==> config.mk <==
export PLATFORM = sky130hd
export DESIGN_NAME = composite_glyph_record_parser
export DESIGN_NICKNAME = d
export VERILOG_FILES = /design/src/rtl/cgrp_pkg.sv /design/src/rtl/composite_glyph_record_parser.sv
export SDC_FILE = /design/constraint.sdc
export NUM_CORES = 1
export LEC_CHECK = 0
export BUFFER_PORTS_ARGS = -buffer_cell sky130_fd_sc_hd__clkbuf_2
export CORE_MARGIN = 2
export CORE_UTILIZATION = 45
export DETAILED_ROUTE_END_ITERATION = 7
export SLEW_MARGIN = 40
export SYNTH_ARGS = -nofsm -noshare
export SYNTH_HDL_FRONTEND = slang
export SYNTH_SLANG_ARGS = --single-unit
==> constraint.sdc <==
create_clock -name clock -period 26.2 [get_ports clock]
set_input_delay 5.24 -clock clock [delete_from_list [all_inputs] [get_ports clock]]
set_output_delay 5.24 -clock clock [all_outputs]
set_load 0.05 [all_outputs]
==> src/rtl/cgrp_pkg.sv <==
// Types and constants shared by the composite glyph record parser.
// Holds the request and response word types, parser phases and flag bits.
// No dependencies.
package cgrp_pkg;

   localparam int unsigned FlagWords = 0;
   localparam int unsigned FlagScale = 3;
   localparam int unsigned FlagMore  = 5;
   localparam int unsigned FlagXy    = 6;
   localparam int unsigned Flag2x2   = 7;
   localparam int unsigned FlagInstr = 8;

   localparam logic signed [15:0] F2d14One = 16'sd16384;

   typedef enum logic [3:0] {
      PH_FLAGS_HI = 4'd0,
      PH_FLAGS_LO = 4'd1,
      PH_IDX_HI   = 4'd2,
      PH_IDX_LO   = 4'd3,
      PH_ARGS     = 4'd4,
      PH_XFORM    = 4'd5,
      PH_LEN_HI   = 4'd6,
      PH_LEN_LO   = 4'd7,
      PH_INSTR    = 4'd8,
      PH_DONE     = 4'd9
   } phase_type;

   typedef enum logic [1:0] {
      KIND_COMPONENT = 2'd0,
      KIND_LENGTH    = 2'd1,
      KIND_INSTR     = 2'd2
   } kind_type;

   typedef struct packed {
      logic [7:0] data_byte;
      logic       start_req;
   } req_word_type;

   typedef struct packed {
      kind_type           kind;
      logic [15:0]        comp_flags;
      logic [15:0]        child_glyph;
      logic signed [15:0] arg_one;
      logic signed [15:0] arg_two;
      logic signed [15:0] scale_xx;
      logic signed [15:0] scale_xy;
      logic signed [15:0] scale_yx;
      logic signed [15:0] scale_yy;
      logic [15:0]        instr_length;
      logic [7:0]         instr_byte;
      logic               last;
   } rsp_word_type;

   // transform byte count selected by the flag word, by priority
   function automatic logic [3:0] xform_bytes(input logic [15:0] flags);
      logic [3:0] n;
      if (flags[FlagScale]) begin
         n = 4'd2;
      end else if (flags[FlagXy]) begin
         n = 4'd4;
      end else if (flags[Flag2x2]) begin
         n = 4'd8;
      end else begin
         n = 4'd0;
      end
      return n;
   endfunction

endpackage

==> src/rtl/composite_glyph_record_parser.sv <==
// Composite glyph record parser: top level.
// Depends on cgrp_pkg for word types, phases and flag constants.
//
// Usage:
//   req channel: one big-endian byte of a composite glyph description per word,
//   with start_req set on the first byte of a new glyph (optional right after
//   reset). A start_req mid-glyph abandons the glyph in progress.
//   rsp channel: component records (kind 0), then, if the instruction flag is
//   set, the instruction length (kind 1) and each instruction byte (kind 2).
//   last marks the final result of a glyph; bytes after it without start_req
//   are dropped.
// Throughput: one byte per cycle while req_stall is low. A result is held in the
//   output register, or in the skid register while rsp stalls, before it leaves.
// Stall: results go to an output register backed by one skid register; input
//   keeps flowing while a result waits, and req_stall rises only once the skid
//   register is occupied. req_stall is a register output.
// Reset: synchronous; the parser expects a flags high byte and both result
//   registers are emptied.
module composite_glyph_record_parser (
   input  logic                  clock,
   input  logic                  reset,
   input  logic                  req_valid,
   output logic                  req_stall,
   input  cgrp_pkg::req_word_type req_word,
   output logic                  rsp_valid,
   input  logic                  rsp_stall,
   output cgrp_pkg::rsp_word_type rsp_word
);
   import cgrp_pkg::*;

   phase_type          phase_ff, phase_in;
   logic [2:0]         byte_count_ff, byte_count_in;
   logic [7:0]         held_byte_ff, held_byte_in;
   logic [15:0]        cur_flags_ff, cur_flags_in;
   logic [15:0]        cur_index_ff, cur_index_in;
   logic signed [15:0] cur_args_ff [2];
   logic signed [15:0] cur_args_in [2];
   logic signed [15:0] cur_matrix_ff [4];
   logic signed [15:0] cur_matrix_in [4];
   logic [15:0]        instr_left_ff, instr_left_in;

   logic               out_valid_ff, out_valid_in;
   rsp_word_type       out_word_ff, out_word_in;
   logic               skid_valid_ff, skid_valid_in;
   rsp_word_type       skid_word_ff, skid_word_in;

   logic               req_acc;
   logic               res_valid;
   rsp_word_type       res_word;
   logic               emit_comp;
   phase_type          phase_eff;
   logic [7:0]         b;
   logic [2:0]         k;
   logic [15:0]        word_val;
   logic [3:0]         xbytes;
   logic [3:0]         k_next;

   assign req_acc   = req_valid && !skid_valid_ff;
   assign req_stall = skid_valid_ff;
   assign rsp_valid = out_valid_ff;
   assign rsp_word  = out_word_ff;

   always_comb begin
      phase_in      = phase_ff;
      byte_count_in = byte_count_ff;
      held_byte_in  = held_byte_ff;
      cur_flags_in  = cur_flags_ff;
      cur_index_in  = cur_index_ff;
      cur_args_in   = cur_args_ff;
      cur_matrix_in = cur_matrix_ff;
      instr_left_in = instr_left_ff;
      res_valid     = 1'b0;
      res_word      = '0;
      emit_comp     = 1'b0;
      b             = req_word.data_byte;
      k             = byte_count_ff;
      word_val      = {held_byte_ff, b};
      xbytes        = xform_bytes(cur_flags_ff);
      k_next        = {1'b0, k} + 4'd1;
      phase_eff     = req_word.start_req ? PH_FLAGS_HI : phase_ff;

      case (phase_eff)
         PH_FLAGS_HI: begin
            cur_matrix_in[0] = F2d14One;
            cur_matrix_in[1] = '0;
            cur_matrix_in[2] = '0;
            cur_matrix_in[3] = F2d14One;
            cur_args_in[0]   = '0;
            cur_args_in[1]   = '0;
            held_byte_in     = b;
            phase_in         = PH_FLAGS_LO;
         end
         PH_FLAGS_LO: begin
            cur_flags_in = word_val;
            phase_in     = PH_IDX_HI;
         end
         PH_IDX_HI: begin
            held_byte_in = b;
            phase_in     = PH_IDX_LO;
         end
         PH_IDX_LO: begin
            cur_index_in  = word_val;
            byte_count_in = '0;
            phase_in      = PH_ARGS;
         end
         PH_ARGS: begin
            if (cur_flags_ff[FlagWords]) begin
               if (!k[0]) begin
                  held_byte_in = b;
               end else begin
                  cur_args_in[k[1]] = word_val;
               end
            end else begin
               cur_args_in[k[0]] = {{8{b[7]}}, b};
            end
            if ((cur_flags_ff[FlagWords] && k < 3'd3) ||
                (!cur_flags_ff[FlagWords] && k < 3'd1)) begin
               byte_count_in = k_next[2:0];
            end else begin
               byte_count_in = '0;
               if (xbytes == 4'd0) begin
                  emit_comp = 1'b1;
               end else begin
                  phase_in = PH_XFORM;
               end
            end
         end
         PH_XFORM: begin
            if (!k[0]) begin
               held_byte_in = b;
            end else if (cur_flags_ff[FlagScale]) begin
               cur_matrix_in[0] = word_val;
               cur_matrix_in[3] = word_val;
            end else if (cur_flags_ff[FlagXy]) begin
               cur_matrix_in[(k[2:1] != 2'd0) ? 2'd3 : 2'd0] = word_val;
            end else begin
               cur_matrix_in[k[2:1]] = word_val;
            end
            if (k_next < xbytes) begin
               byte_count_in = k_next[2:0];
            end else begin
               byte_count_in = '0;
               emit_comp     = 1'b1;
            end
         end
         PH_LEN_HI: begin
            held_byte_in = b;
            phase_in     = PH_LEN_LO;
         end
         PH_LEN_LO: begin
            instr_left_in         = word_val;
            res_valid             = 1'b1;
            res_word.kind         = KIND_LENGTH;
            res_word.instr_length = word_val;
            if (word_val == 16'd0) begin
               phase_in      = PH_DONE;
               res_word.last = 1'b1;
            end else begin
               phase_in = PH_INSTR;
            end
         end
         PH_INSTR: begin
            instr_left_in       = instr_left_ff - 16'd1;
            res_valid           = 1'b1;
            res_word.kind       = KIND_INSTR;
            res_word.instr_byte = b;
            if (instr_left_in == 16'd0) begin
               phase_in      = PH_DONE;
               res_word.last = 1'b1;
            end
         end
         default: begin
         end
      endcase

      if (emit_comp) begin
         res_valid            = 1'b1;
         res_word.kind        = KIND_COMPONENT;
         res_word.comp_flags  = cur_flags_ff;
         res_word.child_glyph = cur_index_ff;
         res_word.arg_one     = cur_args_in[0];
         res_word.arg_two     = cur_args_in[1];
         res_word.scale_xx    = cur_matrix_in[0];
         res_word.scale_xy    = cur_matrix_in[1];
         res_word.scale_yx    = cur_matrix_in[2];
         res_word.scale_yy    = cur_matrix_in[3];
         if (cur_flags_ff[FlagMore]) begin
            phase_in = PH_FLAGS_HI;
         end else if (cur_flags_ff[FlagInstr]) begin
            phase_in = PH_LEN_HI;
         end else begin
            phase_in      = PH_DONE;
            res_word.last = 1'b1;
         end
      end
   end

   // output register and skid register
   always_comb begin
      out_valid_in  = out_valid_ff;
      out_word_in   = out_word_ff;
      skid_valid_in = skid_valid_ff;
      skid_word_in  = skid_word_ff;
      if (!out_valid_ff || !rsp_stall) begin
         if (skid_valid_ff) begin
            out_valid_in  = 1'b1;
            out_word_in   = skid_word_ff;
            skid_valid_in = req_acc && res_valid;
            skid_word_in  = res_word;
         end else begin
            out_valid_in = req_acc && res_valid;
            out_word_in  = res_word;
         end
      end else if (req_acc && res_valid) begin
         skid_valid_in = 1'b1;
         skid_word_in  = res_word;
      end
   end

   always_ff @(posedge clock) begin
      if (reset) begin
         phase_ff         <= PH_FLAGS_HI;
         byte_count_ff    <= '0;
         held_byte_ff     <= '0;
         cur_flags_ff     <= '0;
         cur_index_ff     <= '0;
         cur_args_ff[0]   <= '0;
         cur_args_ff[1]   <= '0;
         cur_matrix_ff[0] <= F2d14One;
         cur_matrix_ff[1] <= '0;
         cur_matrix_ff[2] <= '0;
         cur_matrix_ff[3] <= F2d14One;
         instr_left_ff    <= '0;
      end else if (req_acc) begin
         phase_ff      <= phase_in;
         byte_count_ff <= byte_count_in;
         held_byte_ff  <= held_byte_in;
         cur_flags_ff  <= cur_flags_in;
         cur_index_ff  <= cur_index_in;
         cur_args_ff   <= cur_args_in;
         cur_matrix_ff <= cur_matrix_in;
         instr_left_ff <= instr_left_in;
      end
   end

   always_ff @(posedge clock) begin
      if (reset) begin
         out_valid_ff  <= 1'b0;
         skid_valid_ff <= 1'b0;
      end else begin
         out_valid_ff  <= out_valid_in;
         skid_valid_ff <= skid_valid_in;
      end
      out_word_ff  <= out_word_in;
      skid_word_ff <= skid_word_in;
   end

endmodule

# After elaboration in Yosys (flattened, before gate mapping)
# Index checks and enable logic that the tools add are counted.
[classes]
add_sub_neg = 2
n_lt_le_gt_ge = 11
eq_ne = 13
n_mux = 65
bitwise_logic = 4
n_reduce_logical = 33
[op_table]
columns = ["operator", "n"]
rows = [
  ["$mux 155", 4],
  ["$mux 130", 1],
  ["$bwmux 64", 2],
  ["$mux 64", 2],
  ["$pmux 64 s2", 1],
  ["$mux 16", 7],
  ["$mux 32", 3],
  ["$bwmux 32", 2],
  ["$demux 16 s2", 2],
  ["$pmux 32 s2", 1],
  ["$mux 4", 10],
  ["$demux 16 s1", 2],
  ["$logic_not 16->1", 2],
  ["$pmux 16 s2", 1],
  ["$pmux 4 s8", 1],
  ["$mux 8", 3],
  ["$pmux 8 s3", 1],
  ["$eq 4x3->1 const B", 4],
  ["$sub 16x1->16 const B", 1],
  ["$mux 1", 15],
  ["$reduce_and 2->1", 5],
  ["$lt 3x1->1 const B", 3],
  ["$ne 3x3->1 const B", 3],
  ["$pmux 3 s3", 1],
  ["other kinds (27)", 51],
]
[totals]
regBits = 471
output_inout_bits = 157
wordCells = 166

# Logic depth before layout (Yosys ltp)
[depth]
word_depth = 15
depth_mapped = 13
mapped_depth_nobuf = 10

# Least setup slack after synthesis
# No wires, ideal clock.
[synth_timing]
path_type = "input to register"
from = "in req_word[0] (netlist bit)"
to = "reg skid_word_ff[0] (netlist bit) (enable)"
setup_time_ps = 884
t_arrival_ps = 17376
t_required_ps = 25316
setup_slack_ps = 7940
stages = 8
n_path_buf = 2
path_cell_list = "buf_6 -> or3b_4 -> nor2_4 -> o211ai_2 -> nand2_1 -> clkbuf_1 -> o21ai_0 -> o21ai_0"
[synth_between]
elab_chain_cells = 8
elab_cells_between_ends = 12
classes_between = "eq/ne: 4; mux: 4; reduce/logical: 4"
[synth_rtl]
columns = ["element", "line", "rtl"]
rows = [
  ["from (decl)", "composite_glyph_record_parser.sv:24", "input cgrp_pkg::req_word_type req_word,"],
  ["$mux 4 *", "composite_glyph_record_parser.sv:80", "phase_eff = req_word.start_req ? PH_FLAGS_HI : phase_ff;"],
  ["$eq 4x4->1 / $eq 4x3->1 (equally long branches)", "composite_glyph_record_parser.sv:82", "case (phase_eff)"],
  ["$reduce_or 2->1 (no line)", "n/a", ""],
  ["$mux 1", "composite_glyph_record_parser.sv:82", ""],
  ["$mux 1 *", "composite_glyph_record_parser.sv:176", "if (emit_comp) begin"],
  ["$logic_and 1x1->1 *", "composite_glyph_record_parser.sv:214", "end else if (req_acc && res_valid) begin"],
  ["$reduce_bool 2->1 (no line) *", "n/a", ""],
  ["$reduce_and 2->1 (no line) *", "n/a", ""],
  ["to (signal assigned)", "composite_glyph_record_parser.sv:255", "skid_word_ff <= skid_word_in;"],
  ["to (decl)", "composite_glyph_record_parser.sv:45", "rsp_word_type skid_word_ff, skid_word_in;"],
]
# Mark *: on every way between the ends. The rest lies on a longest branch, timed or not.
# A chain may end at the register's enable or synchronous reset.

# Worst setup path after layout
[layout_timing]
from = "in req_word[0] (netlist bit)"
to = "reg skid_word_ff[112] (netlist bit) (enable)"
# The elaborated chain is that of the path after synthesis.

==> results.txt <==
----------------------------------------------------
[Status]
  Run status ... finished, final reports clean

[Final layout]
  Commonest cells after routing, fill and taps aside ... sky130_fd_sc_hd__edfxtp_1, sky130_fd_sc_hd__nand2_1, sky130_fd_sc_hd__nor2_1
  Seq. cell area ... 12,500 um^2
  Cell Count, Final, Fillers Out ... 2,535
  Final Net Count ... 1,920
  Filler instances ... 3,853
  Area of combinational cells with multiple inputs ... 7130 um^2
  Layout cells sized above 1 ... 0.210
  Area grow syn2layout ... 13.9%
  Most common library cell in the layout ignoring fill and taps ... sky130_fd_sc_hd__edfxtp_1

[GRT]
  Wire length of the first global-routing pass ... 80,300 um
  Congestion Overflow GR ... 0
  Pin count of the biggest net entering global routing ... 96
  Number of global-route vias before repair ... 13,600
  All-layer global routing usage ... 0.219
  Antenna violations before repair ... 1

[Drt]
  Wire length on met2 ... 23,800 um
  Number of antenna-violating nets in the routed design ... 0
  Via-per-instance ratio ... 5.68
  DRT Pass-1 Iters ... 5
  Remaining design rule violation count ... 0
  Drt wl/cell ... 20.3 um
  Routed length on met1 ... 22,900 um
  Via Count ... 14,400
  Detailed route wirelength on metal3 ... 3330 um
  Initial detailed-routing violation count ... 1,207
  Routed WL ... 51,500 um
  Top routing layer in use ... met4

[Yosys]
  Number of distinct library cells after synthesis ... 71
  Share of the yosys chip area belonging to registers ... 0.617
  Seq cells post-synth ... 471
  Yosys warning count ... 0
  Post-synth design cell area ... 20,300 um^2
  Number of cells produced by synthesis ... 1,818
  Number of enable flip-flop cells after synthesis ... 310
  Most used DFF post-synth ... sky130_fd_sc_hd__edfxtp_1
  Average size of a mapped cell ... 11.2 um^2
  Mapped Nets ... 1,836
  Share of synthesized registers carrying an async set or reset ... 0

[Setup path]
  Cell family with the largest share of critical-path delay ... simple AND/OR/NAND/NOR gates
  Timing startpoint of the critical path ... req_word[0]
  Delay of the slowest cell on the worst path ... 0.50 ns
  Buf+Inv Stages, Crit Path ... 3
  Crit. End Element ... flip-flop
  Category of the critical setup timing path ... input port to flip-flop
  Source of the worst register-to-register timing path ... byte_count_ff[0]$_SDFFE_PP0P_
  Worst EP arrival ... 7.97 ns
  WP data required ... 26.41 ns
  Sequence of cells on the critical path ... clkbuf_2 > or3b_4 > nor2_4 > nand3_2 > nand2_2 > o21ai_0 > o21ai_4 > buf_8 > buf_6
  Critical Path Start Type ... input port
  Largest fanout on the critical path ... 63
  Instance count on the critical path ... 9
  R2R cell count ... 12
  CP max stage cell ... sky130_fd_sc_hd__buf_6

[Placement]
  Cell count after placement ... 2,442
  Placement Setup Slack ... 17.65 ns
  HPWL Detailed ... 30,400 um
  IO Port Bufs ... 169
  Final weighted congestion in routability-driven placement ... 0.851

[Clock tree]
  Source-to-sink clock delay at the later pin of the worst-skew pair ... 0.59 ns
  H-tree lvl count ... 2
  Number of gates resized after cts ... 0
  Clock sinks ... 471
  Clock root buffer master ... sky130_fd_sc_hd__clkbuf_16
  Clock buffer count from CTS ... 49
  Buffers from clock root to sink, at most ... 3
  CTS tree ... done
  Post CTS Setup Buffer Count ... 0
  Count of hold buffers inserted by post-cts repair ... 0
  Clock transition at the registers of the reported paths ... 0.06 ns

[Die]
  Die outline width ... 216 um
  Die area ... 46,800 um^2
  Chip height ... 216 um
  Std-Cell Rows ... 77
  Placeable core region ... 44,400 um^2
  Initial Utilization ... 0.457
  Count of pins on the block boundary ... 170

[Worst hold path]
  Worst Min Path Start ... cur_index_ff[9]$_SDFFE_PP0P_
  Cells on Worst Hold Path ... 2
  Class of the most critical hold timing path ... flip-flop to flip-flop

[Timing]
  Slew of the pin with the lowest slew margin ... 0.859 ns
  Max-slew violations ... 0
  Clock skew ... 0.0199 ns
  Fraction of the cycle the final worst path needs ... 0.296
  Hold violation total from the final report ... 0
  Max transition margin ... 0.424
  Setup tns final ... 0 ns
  Highest achievable clock rate ... 129 MHz
  Setup WS post-layout ... 18.43 ns
  Final critical path time including I/O delays and setup ... 7.77 ns
  Number of setup violations in the final report ... 0
  Unrepaired setup endpoints after global routing ... no

[Flow run]
  Max_cap viols ... 0

[Pwr]
  Power Total ... 1.58 mW
  Standby leakage power ... 8.60 nW
  Total power divided by cell area ... 68.3 nW/um^2
  VDD IR max ... 0.0404 mV

----------------------------------------------------
[final cells by class]
class	count	area share
multi-input combinational	1176	0.308
inverter	15	0.00254
timing repair buffer	189	0.0454
tap	592	0.0320
clock buffer	67	0.0581
clock inverter	24	0.0109
sequential	471	0.543
antenna	1	0.000108
[sequential cells by signal, indices dropped and copies added (netlist names), 4 cells and up]
signal,count
cur_args_ff,32
instr_left_ff,16
rsp_word,155
skid_word_ff,155
phase_ff,4
cur_index_ff,16
cur_flags_ff,16
held_byte_ff,8
cur_matrix_ff,64
[kinds of logic after synthesis]
group | Yosys count | synth area share
XOR/XNOR | 5 | 0.00216
buffers and inverters | 171 | 0.0348
flip-flops | 471 | 0.617
multiplexers | 115 | 0.0627
adder cells (fa/ha/maj) | 7 | 0.00407
AND/OR/NAND/NOR | 628 | 0.141
AO/OA/AOI/OAI | 421 | 0.138
[metal layers]
layer | track usage | vias up
li1 | - | 6779
met1 | 0.311 | 7035
met2 | 0.341 | 493
met3 | 0.0355 | 87
met4 | 0.0751 | 0
met5 | 0 | -
[power breakdown]
part	leakage (nW)	switching [mW]	internal [mW]
logic	3.21	0.0630	0.0189
clock network	0.776	0.285	0.408
registers	4.61	0.0125	0.790
total	8.60	0.360	1.22
[synthesized netlist by cell type (4+ instances only)]
cell type | instances | area, um^2
sky130_fd_sc_hd__o22ai_1 | 4 | 25.0
sky130_fd_sc_hd__a31o_2 | 5 | 43.8
sky130_fd_sc_hd__inv_1 | 14 | 52.6
sky130_fd_sc_hd__a211oi_1 | 9 | 67.6
sky130_fd_sc_hd__nand4_1 | 5 | 31.3
sky130_fd_sc_hd__nor4_1 | 9 | 56.3
sky130_fd_sc_hd__nand2b_1 | 9 | 56.3
sky130_fd_sc_hd__edfxtp_1 | 310 | 9310
sky130_fd_sc_hd__buf_1 | 10 | 37.5
sky130_fd_sc_hd__nor2_1 | 199 | 747
sky130_fd_sc_hd__mux2_2 | 98 | 1100
sky130_fd_sc_hd__nor2b_1 | 9 | 56.3
sky130_fd_sc_hd__or3_1 | 4 | 25.0
sky130_fd_sc_hd__a31oi_1 | 4 | 25.0
sky130_fd_sc_hd__a22oi_1 | 110 | 826
sky130_fd_sc_hd__a2bb2oi_1 | 16 | 140
sky130_fd_sc_hd__ha_1 | 5 | 62.6
sky130_fd_sc_hd__buf_2 | 32 | 160
sky130_fd_sc_hd__o21ai_1 | 6 | 30.0
sky130_fd_sc_hd__a21oi_1 | 123 | 616
sky130_fd_sc_hd__dfxtp_1 | 161 | 3220
sky130_fd_sc_hd__and3_1 | 22 | 138
sky130_fd_sc_hd__nor3_1 | 17 | 85.1
sky130_fd_sc_hd__a21o_1 | 4 | 30.0
sky130_fd_sc_hd__mux2i_1 | 17 | 170
sky130_fd_sc_hd__and2_1 | 62 | 388
sky130_fd_sc_hd__nand3_1 | 36 | 180
sky130_fd_sc_hd__clkbuf_1 | 108 | 405
sky130_fd_sc_hd__o31ai_1 | 57 | 428
sky130_fd_sc_hd__o21ai_0 | 44 | 220
sky130_fd_sc_hd__a21oi_2 | 5 | 43.8
sky130_fd_sc_hd__a22o_1 | 8 | 70.1
sky130_fd_sc_hd__nand2_1 | 232 | 871
[worst min-delay path: cells and delay by family (launching register included)]
kind	cells	cell delay [ns]
compound gates	1	0.05
simple gates	1	0.05
flops	1	0.30
[stage by stage]
stage	hold WS, ns	area (um^2)	utilization
2_1_floorplan	0.432	20300	-
3_3_place_gp	0.437	21400	0.482
3_5_place_dp	0.444	21500	0.484
4_1_cts	0.452	23100	0.520
5_1_grt	0.471	23100	0.520
6_report	0.449	23100	0.520
[path summary, 6_finish.rpt]
check | end | slack, ns
min reg2reg | cur_index_ff[9]$_SDFFE_PP0P_ | 0.45
max | skid_word_ff[112]$_DFFE_PP_ | 18.43
max reg2reg | skid_word_ff[112]$_DFFE_PP_ | 21.75
min | cur_index_ff[9]$_SDFFE_PP0P_ | 0.45
Note: power is estimated with default switching activity, not from simulation.
